### src/design/i2d_pkg.sv
// Shared types and constants for the integer to decimal ASCII sender.
// Used by i2d_dabble and integer_to_decimal_ascii_sender; depends on nothing.

package i2d_pkg;

	localparam int VALUE_BITS_DEF = 32;

	localparam logic [7:0] ASCII_ZERO  = 8'h30;
	localparam logic [7:0] ASCII_MINUS = 8'h2D;
	localparam logic [3:0] DIGIT_MAX   = 4'd9;

	// double-dabble correction: a digit of five or more gets three added before the shift
	localparam logic [3:0] DABBLE_LIMIT = 4'd5;
	localparam logic [3:0] DABBLE_ADD   = 4'd3;

	// Decimal digits needed for a bits-wide unsigned number (log10(2) ~ 0.30103).
	function automatic int num_digits(input int bits);
		return (bits * 30103) / 100000 + 1;
	endfunction

	typedef enum logic [2:0] {
		ST_IDLE,
		ST_CONV,
		ST_SIGN,
		ST_EMIT,
		ST_DELIM
	} state_t;

	typedef struct packed {
		logic load;        // take a new magnitude, clear the digits
		logic step;        // one correct-and-shift iteration
		logic next_digit;  // move the next digit into the top position
	} dabble_ctrl_t;

endpackage

### src/design/i2d_dabble.sv
// Iterative binary to BCD converter (shift and add three), one bit per step.
// Depends on i2d_pkg for the control struct and the digit count.

module i2d_dabble #(
	parameter int VALUE_BITS = i2d_pkg::VALUE_BITS_DEF
) (
	input  logic                    clk,
	input  i2d_pkg::dabble_ctrl_t   ctrl,
	input  logic [VALUE_BITS-1:0]   load_value,
	output logic [3:0]              top_digit
);

	localparam int NDIG  = i2d_pkg::num_digits(VALUE_BITS);
	localparam int BCD_W = 4 * NDIG;

	logic [VALUE_BITS-1:0] bin_q;
	logic [BCD_W-1:0]      bcd_q;
	logic [BCD_W-1:0]      bcd_adj;

	always_comb begin
		for (int d = 0; d < NDIG; d++) begin
			if (bcd_q[4*d +: 4] >= i2d_pkg::DABBLE_LIMIT) begin
				bcd_adj[4*d +: 4] = bcd_q[4*d +: 4] + i2d_pkg::DABBLE_ADD;
			end else begin
				bcd_adj[4*d +: 4] = bcd_q[4*d +: 4];
			end
		end
	end

	always_ff @(posedge clk) begin
		if (ctrl.load) begin
			bin_q <= load_value;
			bcd_q <= '0;
		end else if (ctrl.step) begin
			{bcd_q, bin_q} <= {bcd_adj[BCD_W-2:0], bin_q, 1'b0};
		end else if (ctrl.next_digit) begin
			bcd_q <= {bcd_q[BCD_W-5:0], 4'd0};
		end
	end

	assign top_digit = bcd_q[BCD_W-1 -: 4];

endmodule

### src/design/integer_to_decimal_ascii_sender.sv
// Top level of the integer to decimal ASCII sender: sequencer and output register.
// Depends on i2d_pkg and i2d_dabble.

// One input beat carries an integer, a signed/unsigned flag and a delimiter byte;
// the block sends back its decimal text one byte per beat: '-' for a negative
// signed value, the digits most significant first without leading zeros ('0'
// for zero), then the delimiter flagged with tlast. The most negative signed
// value is sent with its full magnitude. One shift-and-add-three BCD unit does
// the conversion, one value bit per cycle, then the digits are shifted out one
// per cycle while the output register can take them. The input is not ready
// while an item is in work; the next item is taken while the delimiter still
// waits in the output register.

module integer_to_decimal_ascii_sender #(
	parameter int VALUE_BITS = i2d_pkg::VALUE_BITS_DEF,
	localparam int IN_W = ((VALUE_BITS + 8 + 7) / 8) * 8
) (
	input  logic            clk,
	input  logic            arst_n,
	input  logic            s_axis_tvalid,
	output logic            s_axis_tready,
	input  logic [IN_W-1:0] s_axis_tdata,   // value [VALUE_BITS-1:0], delimiter, zero fill
	input  logic            s_axis_tuser,   // mode: 0 signed, 1 unsigned
	output logic            m_axis_tvalid,
	input  logic            m_axis_tready,
	output logic [7:0]      m_axis_tdata,   // text_byte
	output logic            m_axis_tlast
);

	localparam int NDIG = i2d_pkg::num_digits(VALUE_BITS);
	localparam int BC_W = $clog2(VALUE_BITS + 1);
	localparam int DC_W = $clog2(NDIG + 1);

	i2d_pkg::state_t       state_q, state_d;
	i2d_pkg::dabble_ctrl_t ctrl;

	logic [BC_W-1:0]       bit_cnt_q;
	logic [DC_W-1:0]       dig_cnt_q;
	logic                  started_q;
	logic                  neg_q;
	logic [7:0]            delim_q;
	logic                  out_valid_q;
	logic [7:0]            out_data_q;
	logic                  out_last_q;

	logic                  in_neg;
	logic [VALUE_BITS-1:0] in_value;
	logic [VALUE_BITS-1:0] magnitude;
	logic [3:0]            top_digit;
	logic                  slot_free;
	logic                  out_load;
	logic [7:0]            out_byte;
	logic                  out_last_d;
	logic                  dig_dec;
	logic                  set_started;

	assign in_value  = s_axis_tdata[VALUE_BITS-1:0];
	assign in_neg    = !s_axis_tuser && in_value[VALUE_BITS-1];
	assign magnitude = in_neg ? (~in_value + 1'b1) : in_value;
	assign slot_free = !out_valid_q || m_axis_tready;

	i2d_dabble #(
		.VALUE_BITS(VALUE_BITS)
	) u_dabble (
		.clk        (clk),
		.ctrl       (ctrl),
		.load_value (magnitude),
		.top_digit  (top_digit)
	);

	always_ff @(posedge clk or negedge arst_n) begin
		if (!arst_n) begin
			state_q <= i2d_pkg::ST_IDLE;
		end else begin
			state_q <= state_d;
		end
	end

	always_comb begin
		state_d       = state_q;
		ctrl          = '0;
		s_axis_tready = 1'b0;
		out_load      = 1'b0;
		out_byte      = delim_q;
		out_last_d    = 1'b0;
		dig_dec       = 1'b0;
		set_started   = 1'b0;
		unique case (state_q)
			i2d_pkg::ST_IDLE: begin
				s_axis_tready = 1'b1;
				if (s_axis_tvalid) begin
					ctrl.load = 1'b1;
					state_d   = i2d_pkg::ST_CONV;
				end
			end
			i2d_pkg::ST_CONV: begin
				ctrl.step = 1'b1;
				if (bit_cnt_q == BC_W'(1)) begin
					state_d = neg_q ? i2d_pkg::ST_SIGN : i2d_pkg::ST_EMIT;
				end
			end
			i2d_pkg::ST_SIGN: begin
				if (slot_free) begin
					out_load = 1'b1;
					out_byte = i2d_pkg::ASCII_MINUS;
					state_d  = i2d_pkg::ST_EMIT;
				end
			end
			i2d_pkg::ST_EMIT: begin
				// drop leading zeros, but always keep the units digit
				if (!started_q && top_digit == 4'd0 && dig_cnt_q != DC_W'(1)) begin
					ctrl.next_digit = 1'b1;
					dig_dec         = 1'b1;
				end else if (slot_free) begin
					out_load        = 1'b1;
					out_byte        = i2d_pkg::ASCII_ZERO | {4'd0, top_digit};
					ctrl.next_digit = 1'b1;
					dig_dec         = 1'b1;
					set_started     = 1'b1;
					if (dig_cnt_q == DC_W'(1)) begin
						state_d = i2d_pkg::ST_DELIM;
					end
				end
			end
			i2d_pkg::ST_DELIM: begin
				if (slot_free) begin
					out_load   = 1'b1;
					out_last_d = 1'b1;
					state_d    = i2d_pkg::ST_IDLE;
				end
			end
			default: begin
				state_d = i2d_pkg::ST_IDLE;
			end
		endcase
	end

	always_ff @(posedge clk or negedge arst_n) begin
		if (!arst_n) begin
			bit_cnt_q   <= '0;
			dig_cnt_q   <= '0;
			started_q   <= 1'b0;
			neg_q       <= 1'b0;
			out_valid_q <= 1'b0;
		end else begin
			if (ctrl.load) begin
				bit_cnt_q <= BC_W'(VALUE_BITS);
				dig_cnt_q <= DC_W'(NDIG);
				started_q <= 1'b0;
				neg_q     <= in_neg;
			end else begin
				if (ctrl.step) begin
					bit_cnt_q <= bit_cnt_q - 1'b1;
				end
				if (dig_dec) begin
					dig_cnt_q <= dig_cnt_q - 1'b1;
				end
				if (set_started) begin
					started_q <= 1'b1;
				end
			end
			if (out_load) begin
				out_valid_q <= 1'b1;
			end else if (m_axis_tready) begin
				out_valid_q <= 1'b0;
			end
		end
	end

	always_ff @(posedge clk) begin
		if (ctrl.load) begin
			delim_q <= s_axis_tdata[VALUE_BITS +: 8];
		end
		if (out_load) begin
			out_data_q <= out_byte;
			out_last_q <= out_last_d;
		end
	end

	assign m_axis_tvalid = out_valid_q;
	assign m_axis_tdata  = out_data_q;
	assign m_axis_tlast  = out_last_q;

	a_accept_starts_conv: assert property (@(posedge clk) disable iff (!arst_n)
		(s_axis_tvalid && s_axis_tready) |=>
			(state_q == i2d_pkg::ST_CONV && bit_cnt_q == BC_W'(VALUE_BITS)))
		else $error("accepted beat did not start a full conversion");

	a_digit_range: assert property (@(posedge clk) disable iff (!arst_n)
		(state_q == i2d_pkg::ST_EMIT) |-> (top_digit <= i2d_pkg::DIGIT_MAX))
		else $error("BCD digit out of range");

	a_emit_count: assert property (@(posedge clk) disable iff (!arst_n)
		(state_q == i2d_pkg::ST_EMIT) |-> (dig_cnt_q != '0))
		else $error("digit count ran out while emitting");

	a_first_digit: assert property (@(posedge clk) disable iff (!arst_n)
		(state_q == i2d_pkg::ST_EMIT && out_load && !started_q && dig_cnt_q != DC_W'(1))
			|-> (top_digit != 4'd0))
		else $error("leading zero sent");

	a_text_byte: assert property (@(posedge clk) disable iff (!arst_n)
		(m_axis_tvalid && !m_axis_tlast) |->
			(m_axis_tdata == i2d_pkg::ASCII_MINUS ||
			 (m_axis_tdata >= i2d_pkg::ASCII_ZERO &&
			  m_axis_tdata <= (i2d_pkg::ASCII_ZERO | {4'd0, i2d_pkg::DIGIT_MAX}))))
		else $error("non-delimiter beat is not a digit or minus");

endmodule
### config.mk
export PLATFORM = sky130hd
export DESIGN_NAME = integer_to_decimal_ascii_sender
export DESIGN_NICKNAME = d
export VERILOG_FILES = /design/src/design/i2d_pkg.sv /design/src/design/i2d_dabble.sv /design/src/design/integer_to_decimal_ascii_sender.sv
export SDC_FILE = /design/constraint.sdc
export NUM_CORES = 1
export LEC_CHECK = 0
export BUFFER_PORTS_ARGS = -buffer_cell sky130_fd_sc_hd__buf_2
export CAP_MARGIN = 0
export CORE_UTILIZATION = 60
export CTS_CLUSTER_DIAMETER = 150
export DETAILED_ROUTE_END_ITERATION = 10
export MAX_ROUTING_LAYER = met4
export PLACE_DENSITY = 0.81
export SLEW_MARGIN = 25
export SYNTH_ARGS = -nofsm -noshare
export SYNTH_HDL_FRONTEND = slang
export SYNTH_HIERARCHICAL = 1
export SYNTH_SLANG_ARGS = --single-unit
### constraint.sdc
create_clock -name clk -period 4.7 [get_ports clk]
set_input_delay 0.94 -clock clk [delete_from_list [all_inputs] [get_ports clk]]
set_output_delay 0.94 -clock clk [all_outputs]
set_load 0.02 [all_outputs]
## After elaboration in Yosys (flattened, before gate mapping)

Index checks and enable logic that the tools add are counted.

- Add/sub/neg operators: 13
- Eq/ne operators: 14
- Reductions and logical operators: 16
- Magnitude comparators: 10
- Bitwise operators: 1
- Multiplexer cells: 46

Operators by type and width:

| operator | number |
|---|---|
| $mux 32 | 3 |
| $mux 40 | 2 |
| $mux 4 | 11 |
| $ge 4x3->1 const B | 10 |
| $add 4x2->4 const B | 9 |
| $add 32x1->32 const B | 1 |
| $not 32->32 | 1 |
| $mux 3 | 8 |
| $mux 8 | 3 |
| $pmux 8 s2 | 1 |
| $pmux 3 s5 | 1 |
| $mux 1 | 14 |
| $ne 2x2->1 const B | 7 |
| $mux 6 | 2 |
| $reduce_bool 2->1 | 5 |
| $reduce_and 7->1 | 1 |
| $eq 3x2->1 const B | 2 |
| $eq 6x1->1 const B | 1 |
| $sub 6x1->6 const B | 1 |
| $eq 4x1->1 const B | 1 |
| $logic_not 4->1 | 1 |
| $ne 4x1->1 const B | 1 |
| $sub 4x1->4 const B | 1 |
| $add 3x2->3 const B | 1 |
| other kinds (8) | 12 |

- Bits in registers: 105
- Bits of input ports: 45
- Output and inout port bits: 11
- Logic and storage cells: 111

## Logic depth before layout (Yosys ltp)

Gate-level depths: netlist (run 1).

- Word-level depth: 7
- Mapped depth: 11
- Mapped depth without buffers: 8

## Modules after synthesis

Netlist (run 1), hierarchy kept.

By module, submodules not included:

| module | cells each | instances | area an instance (um^2) |
|---|---|---|---|
| i2d_dabble | 386 | 1 | 4,042.6 |
| integer_to_decimal_ascii_sender | 233 | 1 | 2,119.5 |

## Worst setup path before layout (run 1)

Ideal clock, no wire load.

- Path type: input -> register
- Start: input port s_axis_tdata[16]
- End: register u_dabble.bin_q[27] (data pin)
- Stages: 6
- Required time: 4,438 ps
- Path buffers: 0
- Setup time: 262 ps
- Arrival: 2,660 ps
- Setup slack: 1,778 ps
- Cell sequence: or4_4 > or3_4 > nor3_4 > a31oi_1 > xor2_1 > mux2_1

- Longest elaborated chain between the ends: 4

RTL lines:

| item | line | RTL |
|---|---|---|
| from (decl) | integer_to_decimal_ascii_sender.sv:22 | `input logic [IN_W-1:0] s_axis_tdata,` |
| $not 32->32 | integer_to_decimal_ascii_sender.sv:59 | `assign magnitude = in_neg ? (~in_value + 1'b1) : in_value;` |
| $add 32x1->32 | integer_to_decimal_ascii_sender.sv:59 |  |
| $mux 32 | integer_to_decimal_ascii_sender.sv:59 |  |
| named net magnitude[27] | integer_to_decimal_ascii_sender.sv:48 | `logic [VALUE_BITS-1:0] magnitude;` |
| $mux 32 | i2d_dabble.sv:31 | `if (ctrl.load) begin` |
| to (signal assigned) | i2d_dabble.sv:32 | `bin_q <= load_value;` |
| to (signal assigned) | i2d_dabble.sv:35 | `{bcd_q, bin_q} <= {bcd_adj[BCD_W-2:0], bin_q, 1'b0};` |
| to (decl) | i2d_dabble.sv:16 | `logic [VALUE_BITS-1:0] bin_q;` |

The timed path passes the listed nets, and every way through them passes these cells.
A chain may end at the register's enable or synchronous reset.

## Final worst setup path (run 1)

- Start: register u_dabble.bcd_q[36]
- End: register u_dabble.bcd_q[22]

- Longest elaborated chain between the ends: 6

RTL lines:

| item | line | RTL |
|---|---|---|
| from (decl) | i2d_dabble.sv:17 | `logic [BCD_W-1:0] bcd_q;` |
| from (signal assigned) | i2d_dabble.sv:35 |  |
| from (signal assigned) | i2d_dabble.sv:37 | `bcd_q <= {bcd_q[BCD_W-5:0], 4'd0};` |
| $logic_not 4->1 | integer_to_decimal_ascii_sender.sv:111 | `if (!started_q && top_digit == 4'd0 && dig_cnt_q != DC_W'(1)) begin` |
| $logic_and 1x1->1 (2 in a row) | integer_to_decimal_ascii_sender.sv:111 |  |
| $mux 1 | integer_to_decimal_ascii_sender.sv:111 |  |
| $mux 1 | integer_to_decimal_ascii_sender.sv:88 | `unique case (state_q)` |
| $reduce_bool 2->1 (no line) | n/a |  |

Every way passes these cells.

==> results of run 1 <==
## power by group
group,switching [W],internal [W],leakage (nW)
clock,0.000296,0.000210,0.0953
sequential,0.000305,0.00149,0.992
combinational,0.00115,0.000771,1.45
total,0.00175,0.00247,2.54
## metrics by stage
| step | cells | setup WS (ps) | area (sq um) | total power, W |
|---|---|---|---|---|
| after floorplan | 619 | 1780 | 6160 | 0.00331 |
| after global placement | 775 | 1560 | 6430 | 0.00360 |
| after detailed placement | 775 | 1490 | 6430 | 0.00372 |
| after CTS | 791 | 1650 | 6600 | 0.00423 |
| after global routing | 791 | 1670 | 6610 | 0.00456 |
| final | 791 | 1840 | 6610 | 0.00422 |
## state kept, by name, summed over array words and instances, names as in the netlist
signal          flops
u_dabble/bcd_q     40
neg_q               1
state_q             3
bit_cnt_q           6
dig_cnt_q           4
u_dabble/bin_q     32
m_axis_tdata        8
m_axis_tlast        1
delim_q             8
m_axis_tvalid       1
started_q           1
## layout make-up
class | count | area [sq um]
clock buffers | 12 | 149
repair buffers | 59 | 305
fillers | 770 | 3260
inverters | 35 | 131
multi-input cells | 443 | 3160
flip-flops and latches | 105 | 2670
well taps | 133 | 166
clock inverters | 4 | 20.0
## cells by family after synthesis
kind of cell               share of synthesized area, %
buffers and inverters                              5.54
xor gates and xnor gates                           4.97
adders and majority gates                          5.08
AOI/OAI and AO/OA                                  14.2
DFF                                                43.4
and+or+nand+nor                                    17.8
muxes                                              9.04
## cells in the final DEF (no fill, tap or decap), types with 12 or more instances in the layout
cell and n:
nand2_1 40, ha_1 25, xnor2_1 15, o21ai_0 17
o221ai_1 13, dfrtp_1 16, buf_2 55, dfxtp_1 40
mux2i_1 14, nor2_1 52, xor2_1 20, inv_1 33
nand2b_1 15, nor3_1 16, a21oi_1 49, a211oi_1 18
edfxtp_1 49, mux2_1 37, nand4b_1 19, nor3b_1 17
o21ai_1 12
## worst max-delay path: cells and delay by family, from the launching register on
| family | cells | cell delay, ps |
|---|---|---|
| compound gates | 2 | 360 |
| buf+inv | 1 | 440 |
| flops | 1 | 370 |
| mux | 1 | 380 |
| simple gates | 3 | 1180 |
## how the worst min path moves through the flow
| stage | slack (ps) | endpoint |
|---|---|---|
| 6_report | 460 | bit_cnt_q[3]$_DFFE_PN0P_ |
| 5_1_grt | 470 | bit_cnt_q[0]$_DFFE_PN0P_ |
| 4_1_cts | 460 | bit_cnt_q[0]$_DFFE_PN0P_ |
| 3_5_place_dp | 470 | u_dabble/bcd_q[0]$_SDFFE_PP0P_ |
| 3_3_place_gp | 460 | u_dabble/bcd_q[0]$_SDFFE_PP0P_ |
| 2_1_floorplan | 450 | neg_q$_DFFE_PN0P_ |
## routing by layer
layer / routed length [um] / track usage [%]
met2: 5900 / 40.6
met3: 622 / 5.65
met1: 5470 / 30.9
met5: 0 / -
met4: 136 / 7.69
==> out/results.ini, run 1 <==
[sta]
fin_worst_skew_ps = 15.0
tightest_slew_ps = 1000
period_minus_slack_ps = 2860
holdWs_ps = 465
hold_violations = 0
finalMaxSlewViolations = 0
max_slew_margin_pct = 33.0
finalSetupViolCount = 0
rsz0062_at_grt = false
timing.fmax_mhz = 349
fin_crit_sh_pct = 60.9
fin_setup_tns_ps = 0

[placement]
hpwl_um = 8170
place.gp.congestion = 0.765
io_buffers = 55

[yosys]
ys_ff_latch = 105
synth_ff_type = edfxtp_1
synth_common_cells = 52 x nor2_1, 49 x a21oi_1, 49 x edfxtp_1
syn_avg_cell_area_sq_um = 9.96
synth_edf_count = 49
synth_top_area_share_pct = 23.9
yosys.area.top_type = edfxtp_1
netlist-cell-type-count = 49
ys_seq_area_share_pct = 43.4
synthCells = 619
synth.net_count = 689
synth_area_sq_um = 6160
yosys_warnings = 6
yosys-top-cells-area = edfxtp_1 24%, dfxtp_1 13%, mux2_1 6.8%, dfrtp_1 6.5%, ha_1 5.1%
synth.most_common_cell = nor2_1
synth-async-reset-ratio_pct = 15.2

[global_route]
grt_use_total_pct = 24.9
grt_antenna_before_repair = 0
grt_max_degree = 79
grt_pass1_vias = 4431
overflow = 0
grt_pass1_wl_um = 20100

[power]
ir_drop_mv = 0.289
leakage_nw = 2.54
power.density_nw_per_um2 = 640

[clocking]
cts_sinks = 105
postCtsHoldBufs = 0
cts_setup_buffers = 0
clkLatencyLatePin_ps = 380
numCtsBuffers = 9
cts_tree = built
cts.path.max_buffers = 2
cts_resized = 0
path_clk_slew_ps = 100
root_buffer = clkbuf_8
htree_levels = 3

[worst_setup_path]
cp_max_fo = 27
cpMaxStageDelayCell = or4_1
crit_end = u_dabble/bcd_q[22]$_SDFFE_PP0P_
worstPathCellList = or4_1 > o31ai_1 > nor2b_4 > buf_4 > mux2_1 > nand2_1 > o311ai_1
rrSetupSlack_ps = 1840
critPathArrivalTime_ps = 3130
slowest_delay_ps = 560
r2r-end = u_dabble/bcd_q[22]$_SDFFE_PP0P_
cp-startpoint = u_dabble/bcd_q[36]$_SDFFE_PP0P_
r2r-start = u_dabble/bcd_q[36]$_SDFFE_PP0P_
end_kind = flip-flop
reg2reg_depth = 7
crit_type = reg2reg
cp.required_ps = 4970
critPathLaunchType = flip-flop

[die]
die_area_sq_um = 10700
die_w_um = 103
row_count = 36
num_io_pins = 56
fp.coreArea_sq_um = 9860
start_util_pct = 62.5
die_y_um = 103

[route]
num_vias = 4740
drt_iter0_drc = 246
drt.antenna.violating_nets = 0
firstDrtPassIters = 4
routedWlPerCell_um = 15.3
drt-vias-per-instance = 5.99
post-route-drc-count = 0
drt_wl_total_um = 12100

[layout]
area_growth_pct = 7.19
antenna_cells = 0
final_util_pct = 67.0
layout.nets = 723
layout-drive-gt1-share_pct = 13.4

[outcome]
outcome = finished clean

[hold_path]
hold_path_class = in2async

[run]
maxCapViolCount = 0

Power figures use the tool's default switching activity.
==> inputs of run 2 (changes only) <==
- ABC_AREA: unset -> 1
- clock period: 4.7 -> 2.9 ns (I/O delays scaled with it)
==> run 2 against run 1 <==
  * Non-clock buffer count up 4
  * Routed wire length up 21%
  * Critical path depth up 4
  * Critical path type unchanged
  * Critical endpoint is now u_dabble/bcd_q[11]$_SDFFE_PP0P_
  * Largest cell class unchanged
==> out/results.ini, run 2 <==
[outcome]
outcome = finished clean  ; unchanged

[placement]
place.gp.congestion = 0.956  ; was 0.765
dp_cells = 1137  ; was 775
io_buffers = 55  ; unchanged
placed_cell_area_sq_um = 7140  ; was 6430 sq um
pre_cts_slack_ps = 732  ; was 1490 ps
hpwl_um = 10300  ; was 8170 um

[global_route]
grt_use_met2_pct = 47.1  ; was 40.6%
grt_busiest_layer = met2  ; unchanged
grt_max_degree = 60  ; was 79
grtUsageMet1_pct = 33.1  ; was 30.9%
overflow = 0  ; unchanged
grt_pass1_wl_um = 24700  ; was 20100 um
grt_antenna_before_repair = 0  ; unchanged
grt_pass1_vias = 5647  ; was 4431
grt_use_total_pct = 27.6  ; was 24.9%
grt_use_met3_pct = 4.70  ; was 5.65%

[clocking]
cts_resized = 0  ; unchanged
cts_setup_buffers = 0  ; unchanged
postCtsHoldBufs = 0  ; unchanged
root_buffer = clkbuf_16  ; was clkbuf_8
cts_tree = built  ; unchanged
htree_levels = 3  ; unchanged
numCtsBuffers = 9  ; unchanged
clkLatencyLatePin_ps = 360  ; was 380 ps
path_clk_slew_ps = 70  ; was 100 ps
cts_sinks = 105  ; unchanged
cts.path.max_buffers = 2  ; unchanged

[worst_setup_path]
cp_max_fo = 26  ; was 27
slowest_delay_ps = 400  ; was 560 ps
reg2reg_depth = 11  ; was 7
cpMaxStageDelayCell = dfrtp_1  ; was or4_1
crit_type = reg2reg  ; unchanged
critPathArrivalTime_ps = 2460  ; was 3130 ps
worstPathCellList = ha_1 > nand2_1 > nand4_1 > nand2_1 > nand2_2 > inv_1 > inv_1 > nand2_2 > buf_4 > o21ai_0 > nor3_1  ; was or4_1 > o31ai_1 > nor2b_4 > buf_4 > mux2_1 > nand2_1 > o311ai_1
end_kind = flip-flop  ; unchanged
critPathLaunchType = flip-flop  ; unchanged
r2r-start = dig_cnt_q[0]$_DFFE_PN0P_  ; was u_dabble/bcd_q[36]$_SDFFE_PP0P_
rrSetupSlack_ps = 720  ; was 1840 ps
cp.required_ps = 3180  ; was 4970 ps
r2r-end = u_dabble/bcd_q[11]$_SDFFE_PP0P_  ; was u_dabble/bcd_q[22]$_SDFFE_PP0P_

[run]
maxCapViolCount = 0  ; unchanged

[yosys]
synth.net_count = 1036  ; was 689
syn_avg_cell_area_sq_um = 7.02  ; was 9.96 sq um
ys_seq_area_share_pct = 39.4  ; was 43.4%
synth-async-reset-ratio_pct = 15.2  ; unchanged
synth_area_sq_um = 6780  ; was 6160 sq um
yosys_warnings = 6  ; unchanged
ys_ff_latch = 105  ; unchanged
synth_edf_count = 49  ; unchanged
synthCells = 966  ; was 619
yosys-top-cells-area = edfxtp_1 22%, nand2_1 16%, dfxtp_1 12%, inv_1 7.4%, dfrtp_1 5.9%  ; was edfxtp_1 24%, dfxtp_1 13%, mux2_1 6.8%, dfrtp_1 6.5%, ha_1 5.1%
synth_top_area_share_pct = 21.7  ; was 23.9%
netlist-cell-type-count = 35  ; was 49
synth_common_cells = 294 x nand2_1, 133 x inv_1, 71 x o21ai_0  ; was 52 x nor2_1, 49 x a21oi_1, 49 x edfxtp_1
yosys.area.top_type = edfxtp_1  ; unchanged
synth.most_common_cell = nand2_1  ; was nor2_1
synth_ff_type = edfxtp_1  ; unchanged

[layout]
final_common_cell = nand2_1  ; was buf_2
layout-drive-gt1-share_pct = 11.9  ; was 13.4%
layout_common_cells = 293 x nand2_1, 132 x inv_1, 71 x o21ai_0, 69 x nor2_1, 60 x nand3_1  ; was 55 x buf_2, 52 x nor2_1, 49 x a21oi_1, 49 x edfxtp_1
top_regs = u_dabble/bcd_q x40, u_dabble/bin_q x32  ; unchanged
antenna_cells = 0  ; unchanged
largest_reg_flops = 40  ; unchanged
fill_cells = 985  ; was 770
stdcell_count = 1153  ; was 791
regMostFlops = u_dabble/bcd_q  ; unchanged
area_growth_pct = 10.2  ; was 7.19%
final_util_pct = 68.3  ; was 67.0%
layout.nets = 1078  ; was 723
stdcell_area_sq_um = 7470  ; was 6610 sq um

[die]
row_count = 38  ; was 36
die_y_um = 108  ; was 103 um
num_io_pins = 56  ; unchanged
die_w_um = 108  ; was 103 um
start_util_pct = 62.0  ; was 62.5%
die_area_sq_um = 11700  ; was 10700 sq um
fp.coreArea_sq_um = 10900  ; was 9860 sq um

[route]
post-route-drc-count = 0  ; unchanged
firstDrtPassIters = 7  ; was 4
routedWlPerCell_um = 12.8  ; was 15.3 um
drt.antenna.violating_nets = 0  ; unchanged
drt-vias-per-instance = 5.33  ; was 5.99
drt_wl_total_um = 14700  ; was 12100 um
drt_iter0_drc = 426  ; was 246
num_vias = 6148  ; was 4740

[hold_path]
hold_path_class = in2async  ; unchanged

[sta]
fin_setup_tns_ps = 0  ; unchanged
fin_worst_skew_ps = 8.06  ; was 15.0 ps
final.setup.worst_slack_ps = 725  ; was 1840 ps
hold_violations = 0  ; unchanged
period_minus_slack_ps = 2180  ; was 2860 ps
timing.fmax_mhz = 460  ; was 349 MHz
finalSetupViolCount = 0  ; unchanged
max_slew_margin_pct = 63.3  ; was 33.0%
fin_crit_sh_pct = 75.0  ; was 60.9%
tightest_slew_ps = 549  ; was 1000 ps
finalMaxSlewViolations = 0  ; unchanged
rsz0062_at_grt = false  ; unchanged

[power]
leakage_nw = 3.68  ; was 2.54 nW
pwr-share-seq_pct = 35.1  ; was 42.5%
ir_drop_mv = 0.688  ; was 0.289 mV
p_switching_w = 0.00374  ; was 0.00175 W
clkPwrFrac_pct = 15.8  ; was 12.0%
p_comb_share_pct = 49.1  ; was 45.6%
intPower_w = 0.00474  ; was 0.00247 W
netSwitchingFraction_pct = 44.1  ; was 41.5%
power.density_nw_per_um2 = 1140  ; was 640 nW/um^2

## run 2: cell count changes in the layout (fill, tap and decap cells not counted), moves of 19 or more
cell,delta
nand4b_1,-19
inv_1,+99
mux2_1,-37
nand2_1,+253
nand3_1,+57
o21ai_0,+54
## run 2: worst max-delay path by stage
stage	start	endpoint	slack [ps]	cells past startpoint
2_1_floorplan	state_q[0]$_DFFE_PN0P_	u_dabble/bin_q[0]$_SDFFCE_PN0P_	260	11
3_3_place_gp	s_axis_tdata[0]	u_dabble/bin_q[16]$_DFFE_PP_	760	11
3_5_place_dp	s_axis_tdata[1]	u_dabble/bin_q[16]$_DFFE_PP_	730	11
4_1_cts	dig_cnt_q[0]$_DFFE_PN0P_	u_dabble/bcd_q[11]$_SDFFE_PP0P_	730	11
5_1_grt	dig_cnt_q[1]$_DFFE_PN0P_	u_dabble/bcd_q[15]$_SDFFE_PP0P_	430	12
6_report	dig_cnt_q[0]$_DFFE_PN0P_	u_dabble/bcd_q[11]$_SDFFE_PP0P_	720	11
## run 2: cell families after synthesis
kind of cell	share of synthesized area, %
buf+inv	10.5
compound gates	11.2
simple gates	30.8
flops	39.4
xor+xnor	3.49
fa+ha+maj	4.61
## run 2: critical path, delay by kind of cell (launching register included)
| kind | cells | cell delay [ps] |
|---|---|---|
| and+or+nand+nor | 6 | 870 |
| buffers and inverters | 3 | 500 |
| DFF | 1 | 400 |
| adders and majority gates | 1 | 200 |
| AOI/OAI and AO/OA | 1 | 130 |
## run 2: per-layer routing
layer  part of all wire [%]  vias up
met5                      0        -
met3                    5.1       20
met4                    1.7        0
li1                       -     3174
met2                     49      162
met1                     45     2792
## run 2: area by class of cell
class	count	area, sq um	area share, %
Multi-Input combinational cell	686	3400	45.5
Sequential cell	105	2670	35.8
Inverter	143	537	7.18
Timing Repair Buffer	63	360	4.82
Clock buffer	10	239	3.20
Tap cell	140	175	2.34
Clock inverter	6	90.1	1.21
## run 2: power by group through the flow
stage	combinational, W	sequential, W	clock, W
floorplan	0.00322	0.00296	0
global placement	0.00398	0.00298	0
detailed placement	0.00412	0.00299	0
CTS	0.00417	0.00298	0.00136
global route	0.00479	0.00307	0.00141
finish	0.00416	0.00298	0.00134
## run 2: per-stage QoR
step	power (W)	hold slack [ps]
after floorplan	0.00618	284
after global placement	0.00696	441
after detailed placement	0.00712	445
after CTS	0.00850	137
after global routing	0.00927	148
final	0.00849	130
==> inputs of run 3 (changes only) <==
- clock period: 2.9 -> 2.2 ns (I/O delays scaled with it)
==> run 3 against run 2 <==
  * Die area unchanged
  * Worst setup slack got worse by 540 ps
  * Power increased by 30%
  * Combinational power increased by 34%
  * Non-clock buffer count increased by 7
  * Sequential power increased by 31%
  * Maximum frequency increased by 8.2%
  * Via count about the same
  * Sequential share of layout area decreased by 0.13 points
  * Largest cell class unchanged
==> out/results.ini, run 3 (same netlist as run 2, synthesis figures left out) <==
[sta]
hold_violations = 0  ; unchanged
max_slew_margin_pct = 68.9  ; was 63.3%
fin_crit_sh_pct = 91.4  ; was 75.0%
finalSetupViolCount = 0  ; unchanged
period_minus_slack_ps = 2010  ; was 2180 ps
timing.fmax_mhz = 497  ; was 460 MHz
fin_worst_skew_ps = 7.58  ; was 8.06 ps
rsz0062_at_grt = true  ; was false
final.setup.worst_slack_ps = 189  ; was 725 ps
finalMaxSlewViolations = 0  ; unchanged
tightest_slew_ps = 467  ; was 549 ps

[worst_setup_path]
critPathArrivalTime_ps = 2280  ; was 2460 ps
critPathLaunchType = flip-flop  ; unchanged
end_kind = flip-flop  ; unchanged
crit_path_frequent_cell = inv_1
slowest_delay_ps = 360  ; was 400 ps
cp.required_ps = 2470  ; was 3180 ps
worstPathCellList = inv_1 > ha_1 > nand2_1 > nand4_1 > nand2_1 > nand2_2 > inv_1 > inv_1 > nand2_2 > buf_4 > o21ai_1 > nor3_1  ; was ha_1 > nand2_1 > nand4_1 > nand2_1 > nand2_2 > inv_1 > inv_1 > nand2_2 > buf_4 > o21ai_0 > nor3_1
crit_type = reg2reg  ; unchanged
cpMaxStageDelayCell = dfrtp_1  ; unchanged
cp_max_fo = 13  ; was 26

[global_route]
grt_use_met2_pct = 46.2  ; was 47.1%
grt_use_total_pct = 27.2  ; was 27.6%
grt_busiest_layer = met2  ; unchanged
grtUsageMet1_pct = 33.2  ; was 33.1%
grt_pass1_vias = 5540  ; was 5647
grt_use_met3_pct = 5.42  ; was 4.70%
grt_max_degree = 61  ; was 60
grt_antenna_before_repair = 0  ; unchanged
overflow = 0  ; unchanged
grt_pass1_wl_um = 24400  ; was 24700 um

[placement]
pre_cts_slack_ps = 183  ; was 732 ps
io_buffers = 55  ; unchanged
place.gp.congestion = 0.894  ; was 0.956
hpwl_um = 10500  ; was 10300 um
placed_cell_area_sq_um = 7190  ; was 7140 sq um

[layout]
layout.nets = 1085  ; was 1078
layout_common_cells = 292 x nand2_1, 132 x inv_1, 71 x o21ai_0, 69 x nor2_1, 60 x nand3_1  ; was 293 x nand2_1, 132 x inv_1, 71 x o21ai_0, 69 x nor2_1, 60 x nand3_1
largest_reg_flops = 40  ; unchanged
regMostFlops = u_dabble/bcd_q  ; unchanged
final_common_cell = nand2_1  ; unchanged
antenna_cells = 0  ; unchanged
layout-drive-gt1-share_pct = 12.6  ; was 11.9%
area_growth_pct = 10.6  ; was 10.2%
stdcell_area_sq_um = 7500  ; was 7470 sq um
top_regs = u_dabble/bcd_q x40, u_dabble/bin_q x32  ; unchanged

[die]
die_y_um = 108  ; unchanged
start_util_pct = 62.0  ; unchanged
fp.coreArea_sq_um = 10900  ; unchanged
die_w_um = 108  ; unchanged
row_count = 38  ; unchanged
die_area_sq_um = 11700  ; unchanged
num_io_pins = 56  ; unchanged

[route]
drt-vias-per-instance = 5.29  ; was 5.33
post-route-drc-count = 0  ; unchanged
drt_wl_total_um = 14700  ; about the same
firstDrtPassIters = 5  ; was 7
drt_iter0_drc = 472  ; was 426
num_vias = 6142  ; was 6148
routedWlPerCell_um = 12.7  ; was 12.8 um
drt.antenna.violating_nets = 0  ; unchanged

[clocking]
root_buffer = clkbuf_16  ; unchanged
cts.path.max_buffers = 2  ; unchanged
htree_levels = 3  ; unchanged
path_clk_slew_ps = 70  ; about the same
clkLatencyLatePin_ps = 360  ; about the same
numCtsBuffers = 9  ; unchanged
cts_tree = built  ; unchanged
cts_sinks = 105  ; unchanged
cts_setup_buffers = 0  ; unchanged

[hold_path]
hold_path_class = in2reg  ; was in2async

[run]
maxCapViolCount = 0  ; unchanged

[power]
power.density_nw_per_um2 = 1480  ; was 1140 nW/um^2
ir_drop_mv = 1.24  ; was 0.688 mV
leakage_nw = 3.70  ; was 3.68 nW
total_power_w = 0.0111  ; was 0.00849 W

[outcome]
outcome = finished clean  ; unchanged

==> run 3: cell types whose count changed in the layout (fill, tap and decap cells not counted), sizes merged <==
cell and change:
clkbuf +2, clkinv +1, dlygate4sd3 +1, buf +6, bufinv -2, clkinvlp -1
==> run 3: area by class of cell <==
| class | instances | area (sq um) |
|---|---|---|
| clock buffers | 12 | 268 |
| fillers | 947 | 3440 |
| repair buffers | 70 | 403 |
| clock inverters | 4 | 25.0 |
| multi-input cells | 686 | 3420 |
| inverters | 143 | 541 |
| flip-flops and latches | 105 | 2670 |
| well taps | 140 | 175 |
==> run 3: path summary, 6_finish.rpt <==
path	to	depth (start not counted)	startpoint	slack, ps
hold reg to reg	bit_cnt_q[4]$_DFFE_PN0P_	1	bit_cnt_q[4]$_DFFE_PN0P_	450
min in group asynchronous	state_q[0]$_DFFE_PN0P_	2	arst_n	520
setup reg to reg	u_dabble/bcd_q[35]$_SDFFE_PP0P_	12	dig_cnt_q[1]$_DFFE_PN0P_	190
hold / removal	delim_q[6]$_DFFE_PP_	1	s_axis_tdata[38]	250
max in group asynchronous	m_axis_tvalid$_DFFE_PN0P_	2	arst_n	1410
setup / recovery	u_dabble/bcd_q[35]$_SDFFE_PP0P_	12	dig_cnt_q[1]$_DFFE_PN0P_	190
==> run 3: where the power goes <==
group / total, W / switching (W) / internal, W
clock network: 0.00159 / 0.000719 / 0.000867
registers: 0.00391 / 0.000601 / 0.00331
logic: 0.00557 / 0.00362 / 0.00196
==> run 3: metal layers <==
| metal | up-vias | share of wire [%] |
|---|---|---|
| met4 | 0 | 1.2 |
| met2 | 169 | 48 |
| met3 | 16 | 5.6 |
| li1 | 3176 | - |
| met1 | 2781 | 46 |
| met5 | - | 0 |
==> run 3: stage by stage <==
| stage | instances | hold slack (ps) | utilization, % | TNS [ps] |
|---|---|---|---|---|
| after floorplan | 966 | 144 | - | 0 |
| after global routing | 1160 | 241 | 68.6 | -29.5 |
| final | 1160 | 254 | 68.6 | 0 |
| after detailed placement | 1143 | 373 | 65.8 | 0 |
| after global placement | 1143 | 376 | 65.8 | 0 |
| after CTS | 1160 | 245 | 68.6 | 0 |
==> run 3: timing repair <==
item	4_1_cts	5_1_grt
endpoints found under the setup margin	0	2
endpoints found under the hold margin	16	0
resized for setup	0	1
hold buffers	1	0
==> run 3: critical path, delay by kind of cell (launching register included) <==
family          cells  cell delay [ps]
flops               1              360
simple gates        6              820
fa+ha+maj           1              170
compound gates      1               80
buf+inv             4              470
